[config.mk]
export PLATFORM = sky130hd
export DESIGN_NAME = run_length_byte_decoder_core
export DESIGN_NICKNAME = d
export VERILOG_FILES = /design/src/sv/rlbd_pkg.sv /design/src/sv/rlbd_ctrl.sv /design/src/sv/rlbd_datapath.sv /design/src/sv/run_length_byte_decoder_core.sv
export SDC_FILE = /design/constraint.sdc
export NUM_CORES = 1
export LEC_CHECK = 0
export BUFFER_PORTS_ARGS = -buffer_cell sky130_fd_sc_hd__buf_2
export CAP_MARGIN = 20
export CORE_ASPECT_RATIO = 0.9
export CORE_UTILIZATION = 55
export CTS_BUF_LIST = sky130_fd_sc_hd__clkbuf_4 sky130_fd_sc_hd__clkbuf_8
export DETAILED_ROUTE_END_ITERATION = 7
export PLACE_DENSITY_LB_ADDON = 0.1
export SETUP_SLACK_MARGIN = 0.05
export SYNTH_ARGS = -nofsm -noshare
export SYNTH_HDL_FRONTEND = slang
export SYNTH_SLANG_ARGS = --single-unit
[constraint.sdc]
create_clock -name clk -period 2.9 [get_ports clk]
set_clock_uncertainty 0.05 [all_clocks]
set_input_delay 0.29 -clock clk [delete_from_list [all_inputs] [get_ports clk]]
set_output_delay 0.29 -clock clk [all_outputs]
set_load 0.02 [all_outputs]
[src/sv/rlbd_pkg.sv]
// Shared types and constants for the run-length byte decoder.
// No dependencies; imported by the controller, datapath and top level.
package rlbd_pkg;

  localparam int BYTE_W    = 8;
  localparam int MAX_LANES = 8;
  localparam int DATA_W    = BYTE_W * MAX_LANES;
  localparam int CNT_W     = 4;
  localparam int LANES_DEF = 8;

  // control byte decoding
  localparam logic [BYTE_W-1:0] RUN_BIAS = 8'd3;
  localparam logic [BYTE_W-1:0] LIT_BIAS = 8'd1;

  // stream phase; the unused code decodes as a control byte
  typedef enum logic [1:0] {
    PH_CTRL = 2'd0,
    PH_RUN  = 2'd1,
    PH_LIT  = 2'd2
  } phase_t;

  // controller state
  typedef enum logic {
    ST_IN  = 1'b0,
    ST_RUN = 1'b1
  } state_t;

  // controller -> datapath
  typedef struct packed {
    logic take_ctrl;  // decode a control byte
    logic take_lit;   // pass one literal byte out
    logic take_run;   // capture the run value
    logic emit_run;   // emit one run beat
  } cmd_t;

  // datapath -> controller
  typedef struct packed {
    phase_t phase;
    logic   out_free;  // output register can load this cycle
    logic   run_last;  // next run beat is the final one
  } sts_t;

endpackage

[src/sv/rlbd_ctrl.sv]
// Controller state machine for the run-length byte decoder.
// Depends on rlbd_pkg; drives the datapath through cmd_t, reads sts_t.
module rlbd_ctrl (
  input  logic            clk,
  input  logic            rst,
  input  logic            s_tvalid,
  output logic            s_tready,
  input  rlbd_pkg::sts_t  sts,
  output rlbd_pkg::cmd_t  cmd
);
  import rlbd_pkg::*;

  state_t state, state_next;

  always_ff @(posedge clk) begin
    if (rst) begin
      state <= ST_IN;
    end else begin
      state <= state_next;
    end
  end

  always_comb begin
    state_next = state;
    cmd        = '0;
    s_tready   = 1'b0;
    case (state)
      ST_IN: begin
        s_tready = sts.out_free;
        if (s_tvalid && sts.out_free) begin
          case (sts.phase)
            PH_RUN: begin
              cmd.take_run = 1'b1;
              state_next   = ST_RUN;
            end
            PH_LIT:  cmd.take_lit  = 1'b1;
            default: cmd.take_ctrl = 1'b1;
          endcase
        end
      end
      ST_RUN: begin
        if (sts.out_free) begin
          cmd.emit_run = 1'b1;
          if (sts.run_last) begin
            state_next = ST_IN;
          end
        end
      end
      default: state_next = ST_IN;
    endcase
  end

endmodule

[src/sv/rlbd_datapath.sv]
// Datapath for the run-length byte decoder: phase, count, run value, output register.
// Depends on rlbd_pkg; commanded by rlbd_ctrl.
module rlbd_datapath #(
  parameter int LANES = rlbd_pkg::LANES_DEF
) (
  input  logic                        clk,
  input  logic                        rst,
  input  logic [rlbd_pkg::BYTE_W-1:0] s_byte,
  input  rlbd_pkg::cmd_t              cmd,
  output rlbd_pkg::sts_t              sts,
  output logic                        m_tvalid,
  input  logic                        m_tready,
  output logic [rlbd_pkg::DATA_W-1:0] m_data,
  output logic [rlbd_pkg::CNT_W-1:0]  m_count,
  output logic                        m_tlast
);
  import rlbd_pkg::*;

  localparam logic [CNT_W-1:0] LANES_C = CNT_W'(LANES);

  phase_t             phase;
  logic [BYTE_W-1:0]  remaining;
  logic [BYTE_W-1:0]  run_byte;

  logic               run_last;
  logic [CNT_W-1:0]   run_cnt;
  logic [DATA_W-1:0]  run_data;
  logic               out_free;

  assign run_last = remaining <= BYTE_W'(LANES_C);
  assign run_cnt  = run_last ? remaining[CNT_W-1:0] : LANES_C;
  assign out_free = !m_tvalid || m_tready;

  always_comb begin
    for (int i = 0; i < MAX_LANES; i++) begin
      run_data[i*BYTE_W +: BYTE_W] = (CNT_W'(i) < run_cnt) ? run_byte : '0;
    end
  end

  assign sts.phase    = phase;
  assign sts.out_free = out_free;
  assign sts.run_last = run_last;

  // phase and count
  always_ff @(posedge clk) begin
    if (rst) begin
      phase     <= PH_CTRL;
      remaining <= '0;
    end else if (cmd.take_ctrl) begin
      if (s_byte[BYTE_W-1]) begin
        remaining <= {1'b0, s_byte[BYTE_W-2:0]} + RUN_BIAS;
        phase     <= PH_RUN;
      end else begin
        remaining <= s_byte + LIT_BIAS;
        phase     <= PH_LIT;
      end
    end else if (cmd.take_lit) begin
      remaining <= remaining - LIT_BIAS;
      if (remaining == LIT_BIAS) begin
        phase <= PH_CTRL;
      end
    end else if (cmd.emit_run) begin
      remaining <= remaining - BYTE_W'(run_cnt);
      if (run_last) begin
        phase <= PH_CTRL;
      end
    end
  end

  always_ff @(posedge clk) begin
    if (cmd.take_run) begin
      run_byte <= s_byte;
    end
  end

  // output register
  always_ff @(posedge clk) begin
    if (rst) begin
      m_tvalid <= 1'b0;
    end else if (cmd.take_lit || cmd.emit_run) begin
      m_tvalid <= 1'b1;
    end else if (m_tready) begin
      m_tvalid <= 1'b0;
    end
  end

  always_ff @(posedge clk) begin
    if (cmd.take_lit) begin
      m_data  <= DATA_W'(s_byte);
      m_count <= CNT_W'(1);
      m_tlast <= 1'b1;
    end else if (cmd.emit_run) begin
      m_data  <= run_data;
      m_count <= run_cnt;
      m_tlast <= run_last;
    end
  end

endmodule

[src/sv/run_length_byte_decoder_core.sv]
// Top level of the run-length byte decoder.
// Depends on rlbd_pkg, rlbd_ctrl and rlbd_datapath.
//
// Decodes a PackBits-style byte stream, one coded byte per input beat. A control
// byte of 128 or more makes the next byte repeat (control - 128) + 3 times; a
// control byte below 128 makes the next (control + 1) bytes pass as literals.
// Control bytes produce no output. Each literal gives one output beat of one
// lane; a run value gives ceil(run length / LANES) beats, all full except maybe
// the last, with tlast on the final beat of that input byte. Control and literal
// bytes can stream back to back while the output side keeps up (a single
// output register decouples the two sides). For a run value, input stalls
// while the controller steps the run counter one beat per cycle through the
// output register whenever it is free; output backpressure stalls both the
// input and the run beats.
module run_length_byte_decoder_core #(
  parameter int LANES = rlbd_pkg::LANES_DEF  // byte lanes per output beat, 1..8
) (
  input  logic        clk,
  input  logic        rst,
  input  logic        s_tvalid,
  output logic        s_tready,
  input  logic [7:0]  s_tdata,   // [7:0] in_byte
  output logic        m_tvalid,
  input  logic        m_tready,
  output logic [71:0] m_tdata,   // [63:0] out_data, [67:64] out_valid_count, [71:68] zero
  output logic        m_tlast    // out_last
);
  import rlbd_pkg::*;

  cmd_t              cmd;
  sts_t              sts;
  logic [DATA_W-1:0] beat_data;
  logic [CNT_W-1:0]  beat_count;

  rlbd_ctrl u_ctrl (
    .clk      (clk),
    .rst      (rst),
    .s_tvalid (s_tvalid),
    .s_tready (s_tready),
    .sts      (sts),
    .cmd      (cmd)
  );

  rlbd_datapath #(
    .LANES (LANES)
  ) u_dp (
    .clk      (clk),
    .rst      (rst),
    .s_byte   (s_tdata),
    .cmd      (cmd),
    .sts      (sts),
    .m_tvalid (m_tvalid),
    .m_tready (m_tready),
    .m_data   (beat_data),
    .m_count  (beat_count),
    .m_tlast  (m_tlast)
  );

  // pack the beat: data low, lane count above, zero pad to a byte boundary
  assign m_tdata = {4'b0000, beat_count, beat_data};

endmodule
After elaboration in Yosys (flattened, before gate mapping):

Cells that the tools add are included.

* word-level logic and storage cells: 72
* bits in registers: 89
* input bits: 12

* add/sub/neg operators: 4
* bitwise gates (word level): 1
* $lt $le $gt $ge: 9
* muxes and demuxes: 35
* equality and inequality tests: 4
* reductions and logical operators: 10

Operator list (count)
* $mux W8: 14
* $lt A3 B4 Y1 const A: 4
* $mux W2: 6
* $mux W1: 11
* $add A7 B2 Y8 const B: 1
* $add A8 B1 Y8 const B: 1
* $eq A8 B1 Y1 const B: 1
* $le A8 B4 Y1 const B: 1
* $lt A1 B4 Y1 const A: 2
* $lt A2 B4 Y1 const A: 2
* $sub A8 B1 Y8 const B: 1
* $sub A8 B4 Y8: 1
* $mux W3: 2
* $reduce_bool A3 Y1: 2
* $mux W4: 1
* $reduce_bool A2 Y1: 2
* $ne A3 B3 Y1 const B: 1
* $reduce_and A3 Y1: 1
* $eq A2 B1 Y1 const B: 1
* $eq A2 B2 Y1 const B: 1
* $logic_or A1 B1 Y1: 2
* $pmux W1 S2: 1
* $reduce_or A2 Y1: 1
* $logic_and A1 B1 Y1: 1
* other kinds (2): 2

Longest topological paths before layout:

Gate-level depths: netlist of run 1.

* word-level depth: 7
* depth in mapped cells: 10
* depth with buffers taken out: 10

By module:

A second synthesis of run 1 with hierarchy kept.

* cell total of the unflattened synthesis: 355
* area, all modules: 3658.5 sq um

By module, submodules not included
* rlbd_datapath: instances 1, cells each 337, area each 3509.6 sq um
* rlbd_ctrl: instances 1, cells each 13, area each 115.1 sq um
* run_length_byte_decoder_core: instances 1, cells each 5, area each 33.8 sq um

Worst setup path before layout of run 1:

OpenSTA, ideal clock, no wires.

* path type: flip-flop to flip-flop
* from: reg u_dp.remaining[1]
* to: reg u_dp.remaining[6]
* path slack: 0.451 ns
* cell stages (with the launch flop): 11
* data arrival time: 2.320 ns
* setup time: 0.079 ns
* period minus slack after synthesis: 2.449 ns
* cells stage by stage: dfxtp_1 inv_1 ha_1 nand2b_1 a21oi_4 nand2b_1 ha_1 a21oi_1 a211oi_1 or4b_1 o211ai_1

* longest elaborated chain between the ends: 6

Ends and longest elaborated chain
* start: declaration: RTL line rlbd_datapath.sv:22 `logic [BYTE_W-1:0] remaining;`
* start signal: assignment: RTL line rlbd_datapath.sv:51 `remaining <= {1'b0, s_byte[BYTE_W-2:0]} + RUN_BIAS;`
* start signal: assignment: RTL line rlbd_datapath.sv:54 `remaining <= s_byte + LIT_BIAS;`
* start signal: assignment: RTL line rlbd_datapath.sv:58 `remaining <= remaining - LIT_BIAS;`
* $le A8 B4 Y1: RTL line rlbd_datapath.sv:30 `assign run_last = remaining <= BYTE_W'(LANES_C);`
* $mux W4: RTL line rlbd_datapath.sv:31 `assign run_cnt = run_last ? remaining[CNT_W-1:0] : LANES_C;`
* $sub A8 B4 Y8: RTL line rlbd_datapath.sv:63 `remaining <= remaining - BYTE_W'(run_cnt);`
* $mux W8: RTL line rlbd_datapath.sv:62 `end else if (cmd.emit_run) begin`
* $mux W8 *: RTL line rlbd_datapath.sv:57 `end else if (cmd.take_lit) begin`
* $mux W8 *: RTL line rlbd_datapath.sv:49 `end else if (cmd.take_ctrl) begin`

Every way passes the cells marked *; elsewhere a longest branch is shown, timed or not. The select of a mux whose other input is x is not followed.
A chain may end at the register's enable or synchronous reset.

Worst setup path in the final report of run 1:

* from: reg u_dp.remaining[0]
* to: reg u_dp.remaining[6]

Same word-level chain as after synthesis.

==> flow_summary.ini, run 1 <==
[grt]
antenna_found_initial = 0
grt_pass1_vias = 2823
overflow = 0
grt_pass1_wl_microns = 14620
grt_max_degree = 58
track_usage_pct = 27.56

[power]
pwr-share-seq_pct = 42.7
power.switching_mw = 1.598
power_frac_comb_pct = 36.6
p_sw_share_pct = 37.95
leakagePower_nw = 1.961
p_int_mw = 2.612
power-per-cell-area_nw_per_um2 = 961.9
vdd_drop_max_uv = 615.8
clock_power_share_pct = 20.7

[worst_setup_path]
path_depth = 10
cpMaxStageDelayCell = or4b_1
r2r_cells = 10
cp-start-kind = flop
crit_chain = inv_1 -> ha_1 -> nand2b_1 -> a21oi_4 -> nand2b_1 -> ha_1 -> a21oi_1 -> a211oi_1 -> or4b_1 -> o211ai_1
cp_data_required_time_ps = 3120
worst_path_largest_cell_delay_ps = 500
crit_path_end_kind = flop
critPathKind = flop to flop
cp_top_family = simple AND/OR/NAND/NOR gates
worst_r2r_endpoint = u_dp.remaining[6]
timing.rr.start = u_dp.remaining[0]
critPathCapture = u_dp.remaining[6]
cp_num_buf_inv = 1
path_max_fanout = 7
cp-startpoint = u_dp.remaining[0]
critical_path_arrival_ps = 2780
r2r_setup_slack_ps = 350

[job]
cap_violations = 0

[synth]
synthArstFlopShare_pct = 0
synth_seq_cells = 89
synthCells = 359
synth_cell_type_count = 60
avgSynthCellArea_sq_um = 10.20
ys_warn_count = 0
yosys_most_used_dff = dfxtp_1
yosysSeqAreaShare_pct = 53.02
synth_enable_flop_cells = 16
syn-cell-area_sq_um = 3662

[cts]
post_cts_buffers = 0
tritoncts = yes
cts_buffers = 9
clock_latency_ps = 350
hold_buffers = 0
cts_buffer_depth = 2
cts.sinks = 89
cts_root_buf = clkbuf_8
cts.clk_slew.worst_paths_ps = 90
h-tree-depth = 3
cts_resized = 0

[placement]
numPortBuffers = 82
dp.cells = 519
gp_congestion = 1.021
place_hpwl_microns = 6373

[timing]
max_freq_mhz = 391.5
timing.slew.headroom_pct = 53.67
worst_pin_slew_ps = 688.7
min_period_over_period_pct = 88.08
drv_slew = 0
hold_viol = 0
hold_ws_ps = 125.4
rsz0062_at_grt = false
setup_viol = 0
fin_crit_ps = 2554
setup_tns_ps = 0

[die]
die_area_sq_um = 6990
die_x_microns = 88.02
start_util_pct = 58.28
rows = 27
core_region_area_sq_um = 6284
die_h_microns = 79.42
ios = 87

[final_layout]
final_layout_size_suffix_gt1_share_pct = 26.34
layout.nets = 462
n_antenna_cell = 0
nFillCells = 542
final_cells = 535
syn_to_final_growth_pct = 19.51
multi_input_area_sq_um = 1589
seq_area_sq_um = 1942

[route]
final_antenna_net_count = 0
routed_wl_microns = 8905
vias = 3109
wire_per_inst_microns = 16.64
dr.pass1.iters = 5
via_per_inst = 5.811
drc = 0
drt_iter0_markers = 161

[hold_path]
hold_class = input port to flop

[status]
outcome = finished, final reports clean
flip-flops by register name (all words and copies together) (netlist names):
signal and cells:
u_ctrl.state 1, u_dp.m_count 4, u_dp.m_data 64, u_dp.m_tlast 1, u_dp.m_tvalid 1, u_dp.phase 2, u_dp.remaining 8, u_dp.run_byte 8
worst register-to-register path, delay by kind of cell, from the launching register on:
family	cells	cell delay [ps]
simple gates	3	880
buf+inv	1	100
fa+ha+maj	2	540
compound gates	4	430
flops	1	470
synth_stat cells (3+ instances only):
library cell / count / area [sq um]
o21ai_0: 23 / 115.1
nand2b_1: 5 / 31.28
a22o_1: 39 / 341.6
and2_1: 3 / 18.77
buf_2: 3 / 15.01
buf_4: 4 / 30.03
nand2_1: 35 / 131.4
nand3_1: 8 / 40.04
nor3_1: 5 / 25.02
clkbuf_1: 13 / 48.80
inv_1: 11 / 41.29
edfxtp_1: 16 / 480.5
a211oi_1: 6 / 45.04
xor2_1: 4 / 35.03
dfxtp_1: 73 / 1461
a21o_1: 10 / 75.07
ha_1: 7 / 87.58
nor2_1: 21 / 78.83
a21oi_1: 12 / 60.06
nand4_1: 6 / 37.54
xnor2_1: 4 / 35.03
power groups by stage:
stage,logic (mW),registers (mW),clock network (mW)
6_report,1.54,1.80,0.871
5_1_grt,1.68,1.84,0.932
4_1_cts,1.54,1.79,0.880
3_5_place_dp,1.53,1.82,0
3_3_place_gp,1.52,1.81,0
2_1_floorplan,0.650,2.19,0
layer usage:
layer | up-vias | share of wire, % | global-route usage [%]
met4 | 0 | 1.2 | 8.226
li1 | 1482 | - | -
met2 | 157 | 45 | 42.33
met3 | 10 | 7.8 | 5.584
met5 | - | 0 | 0
met1 | 1460 | 46 | 39.24
placed cells by master, fill, tap and decap left out, drive strengths merged, types with 2 or more instances in the layout:
cell / n
a32oi: 2
nor4: 3
o211ai: 2
a22o: 39
ha: 7
clkbuf: 11
a22oi: 2
a211oi: 6
nor3: 7
a21oi: 14
xor2: 4
conb: 5
or4: 2
buf: 93
xnor2: 4
a21o: 10
nand2b: 5
a221oi: 2
nor2: 22
inv: 13
dfxtp: 73
or3: 2
o31ai: 2
nand2: 35
nand3: 8
and2: 3
edfxtp: 16
nand4: 6
o21ai: 26
o41ai: 2
stage by stage:
stage | worst slack, ps | util (%) | power, mW | instance area (sq um)
after floorplan | 450.6 | - | 2.837 | 3674
after global placement | 529.2 | 66.43 | 3.327 | 4174
after detailed placement | 448.0 | 66.43 | 3.352 | 4174
after CTS | 399.9 | 69.65 | 4.216 | 4377
after global routing | 250.6 | 69.65 | 4.445 | 4377
final | 345.6 | 69.65 | 4.210 | 4377
cell type report:
cell class              count  area share [%]
flip-flops and latches     89           44.37
multi-input cells         239           36.31
repair buffers             93           11.26
clock buffers              11           3.173
well taps                  87           2.487
clock inverters             5           1.458
inverters                  11          0.9434
cells by family (layout without fill, tap and decap cells):
logic type                 Yosys count  count (layout)  synth area share [%]
buffers and inverters               34             120                 4.202
other                                2               5                0.2051
adders and majority gates            8               8                 2.665
DFF                                 89              89                 53.02
AOI/OAI and AO/OA                  117             117                 23.57
xor gates and xnor gates             8               8                 1.913
and+or+nand+nor                    100             100                 14.14
muxes                                1               1                0.2733
worst min-delay path by stage:
stage | slack (ps) | depth (start not counted) | endpoint | start
global route | 110 | 1 | u_dp.run_byte[5] | s_tdata[5]
detailed placement | 380 | 1 | u_dp.m_data[25] | u_dp.m_data[25]
floorplan | 340 | 0 | u_dp.run_byte[0] | s_tdata[0]
global placement | 380 | 2 | u_dp.m_data[18] | u_dp.m_data[18]
CTS | 110 | 1 | u_dp.run_byte[5] | s_tdata[5]
finish | 130 | 1 | u_dp.run_byte[5] | s_tdata[5]
(Power assumes the default switching activity.)
==> run 2: changes to the inputs <==
--- a/config.mk
+++ b/config.mk
@@ -15,4 +15,5 @@
 export SETUP_SLACK_MARGIN = 0.05
 export SYNTH_ARGS = -nofsm -noshare
 export SYNTH_HDL_FRONTEND = slang
+export SYNTH_HIERARCHICAL = 1
 export SYNTH_SLANG_ARGS = --single-unit
==> run 2 against run 1 <==
Effect of this change:
- routed wire length shrank 0.12%
- die area shrank 0.10%
- critical path depth rose by 1
- maximum frequency down 1.7%
- combinational power is 14% lower
- cell count decreased by 3.7%
- global-route usage rose by 0.079 points
- count of clock-buffer cells in the layout decreased by 2
==> flow_summary.ini, run 2 <==
[status]
outcome = finished, final reports clean

[timing]
setup_tns_ps = 0
max_freq_mhz = 384.9
worst_pin_slew_ps = 660.2
timing.slew.headroom_pct = 55.99
min_period_over_period_pct = 89.58
rsz0062_at_grt = false
drv_slew = 0
hold_ws_ps = 115.8
fin_crit_ps = 2598
setup_viol = 0
hold_viol = 0

[synth]
synth_top_family_by_area = compound AO/OA/AOI/OAI gates
yosysTopAreaCell = dfxtp_1
avgSynthCellArea_sq_um = 10.31
ys_warn_count = 6
synthMostInstantiatedCell = dfxtp_1
yosys.area_share.simple_pct = 12.00
synth_compound_area_share_pct = 23.15
synth_xor_area_share_pct = 1.915
ys_top_cells_by_count = dfxtp_1 (73), a22o_1 (48), a21oi_1 (23)
yosys_most_used_dff = dfxtp_1
yosysSeqAreaShare_pct = 53.08
synth_mux_area_share_pct = 0.8208
synthCells = 355
synthArstFlopShare_pct = 0
synth_enable_flop_cells = 16
synth_top_area_share_pct = 39.95
syn-cell-area_sq_um = 3659
synth_seq_cells = 89
synth.area.top_cells = dfxtp_1 (40%), edfxtp_1 (13%), a22o_1 (11%)
synth_cell_type_count = 59
yosys.area_share.adder_pct = 2.668

[grt]
grt_use_met3_pct = 6.618
overflow = 0
gr-usage-met1_pct = 41.29
top_usage_layer = met1
grt_pass1_wl_microns = 14280
use_met2_pct = 38.99
track_usage_pct = 27.64
grt_pass1_vias = 2688
grt_max_degree = 45
antenna_found_initial = 0

[route]
dr.pass1.iters = 5
drt_iter0_markers = 198
vias = 2960
wire_per_inst_microns = 17.27
final_antenna_net_count = 0
drc = 0
via_per_inst = 5.748
routed_wl_microns = 8894

[placement]
gp_congestion = 0.8777
numPortBuffers = 82
place_hpwl_microns = 5991

[cts]
clock_latency_ps = 360
cts_resized = 0
h-tree-depth = 3
hold_buffers = 0
cts_root_buf = clkbuf_8
cts.clk_slew.worst_paths_ps = 100
post_cts_buffers = 0
cts.sinks = 89
cts_buffer_depth = 2
cts_buffers = 9
tritoncts = yes

[power]
power-per-cell-area_nw_per_um2 = 920.8
power_frac_comb_pct = 33.6
clock_power_share_pct = 21.4
p_int_mw = 2.435
pwr-share-seq_pct = 45.0
leakagePower_nw = 1.875
power.switching_mw = 1.492
p_sw_share_pct = 37.99
vdd_drop_max_uv = 555.1

[final_layout]
layout.nets = 442
layout_common_cells = buf_2 (82), dfxtp_1 (73), a22o_1 (48), a21oi_1 (23), nor2_1 (21)
final_layout_size_suffix_gt1_share_pct = 26.87
largest_reg_flops = 64
final_common_cell = buf_2
n_antenna_cell = 0
top_register = u_dp/m_data
layout_top_registers = u_dp/m_data (64), u_dp/remaining (8), u_dp/run_byte (8)
syn_to_final_growth_pct = 16.59

[worst_setup_path]
critPathKind = flop to flop
cp_data_required_time_ps = 3110
path_max_fanout = 10
crit_path_end_kind = flop
critical_path_arrival_ps = 2810
cp-start-kind = flop

[hold_path]
hold_class = input port to flop

[die]
core_region_area_sq_um = 6284
die_h_microns = 79.38
ios = 87
die_x_microns = 87.97
die_area_sq_um = 6983
rows = 27
start_util_pct = 58.22

[job]
cap_violations = 0
-- run 2: per-stage QoR --
stage	power, mW	cell area [sq um]	setup WS, ps	std cells	utilization [%]
floorplan	2.685	3670	289.1	358	-
global placement	3.089	4068	344.1	499	64.74
detailed placement	3.106	4068	323.1	499	64.74
CTS	3.944	4265	311.5	515	67.88
global route	4.147	4265	55.58	515	67.88
finish	3.928	4265	302.1	515	67.88
-- run 2: final timing paths --
path | cells after the start | slack, ps | from | endpoint
max | 11 | 300 | u_dp/remaining[1] | u_dp/remaining[6]
min | 1 | 120 | s_tdata[5] | u_dp/run_byte[5]
max reg2reg | 11 | 300 | u_dp/remaining[1] | u_dp/remaining[6]
min reg2reg | 2 | 420 | u_dp/m_data[59] | u_dp/m_data[59]
-- run 2: worst max-delay path: stages, from the launching register on --
cell      delay [ps]
dfxtp_1          500
inv_1            140
ha_1             230
nor2b_1          170
o21a_1           180
nand2b_1         150
ha_1             220
nor2_1           120
nand3_1          110
a311oi_1         350
mux2i_1          230
nand2_1           60
-- run 2: cell families (layout without fill, tap and decap cells) --
logic type,after synthesis,count (layout)
AO/OA/AOI/OAI,112,112
XOR/XNOR,8,8
adder cells (fa/ha/maj),8,8
buffers and inverters,48,118
flip-flops,89,89
multiplexers,3,3
other,2,5
AND/OR/NAND/NOR,85,85
-- run 2: area by class of cell --
class	instances	area (sq um)
inverter	13	48.80
sequential	89	1942
multi-input combinational	221	1505
fill	558	2018
timing repair buffer	89	462.9
clock inverter	7	73.82
tap	87	108.9
clock buffer	9	123.9
-- run 2: power groups by stage --
| stage | clock, mW | combinational [mW] | sequential, mW |
|---|---|---|---|
| after floorplan | 0 | 0.564 | 2.12 |
| after global placement | 0 | 1.30 | 1.79 |
| after detailed placement | 0 | 1.32 | 1.79 |
| after CTS | 0.858 | 1.32 | 1.76 |
| after global routing | 0.916 | 1.42 | 1.81 |
| final | 0.842 | 1.32 | 1.77 |
-- run 2: metal layers --
layer,vias to the layer above,routed length (microns)
met5,-,0
met4,0,110
met3,13,812
met2,124,3849
met1,1397,4122
li1,1426,-
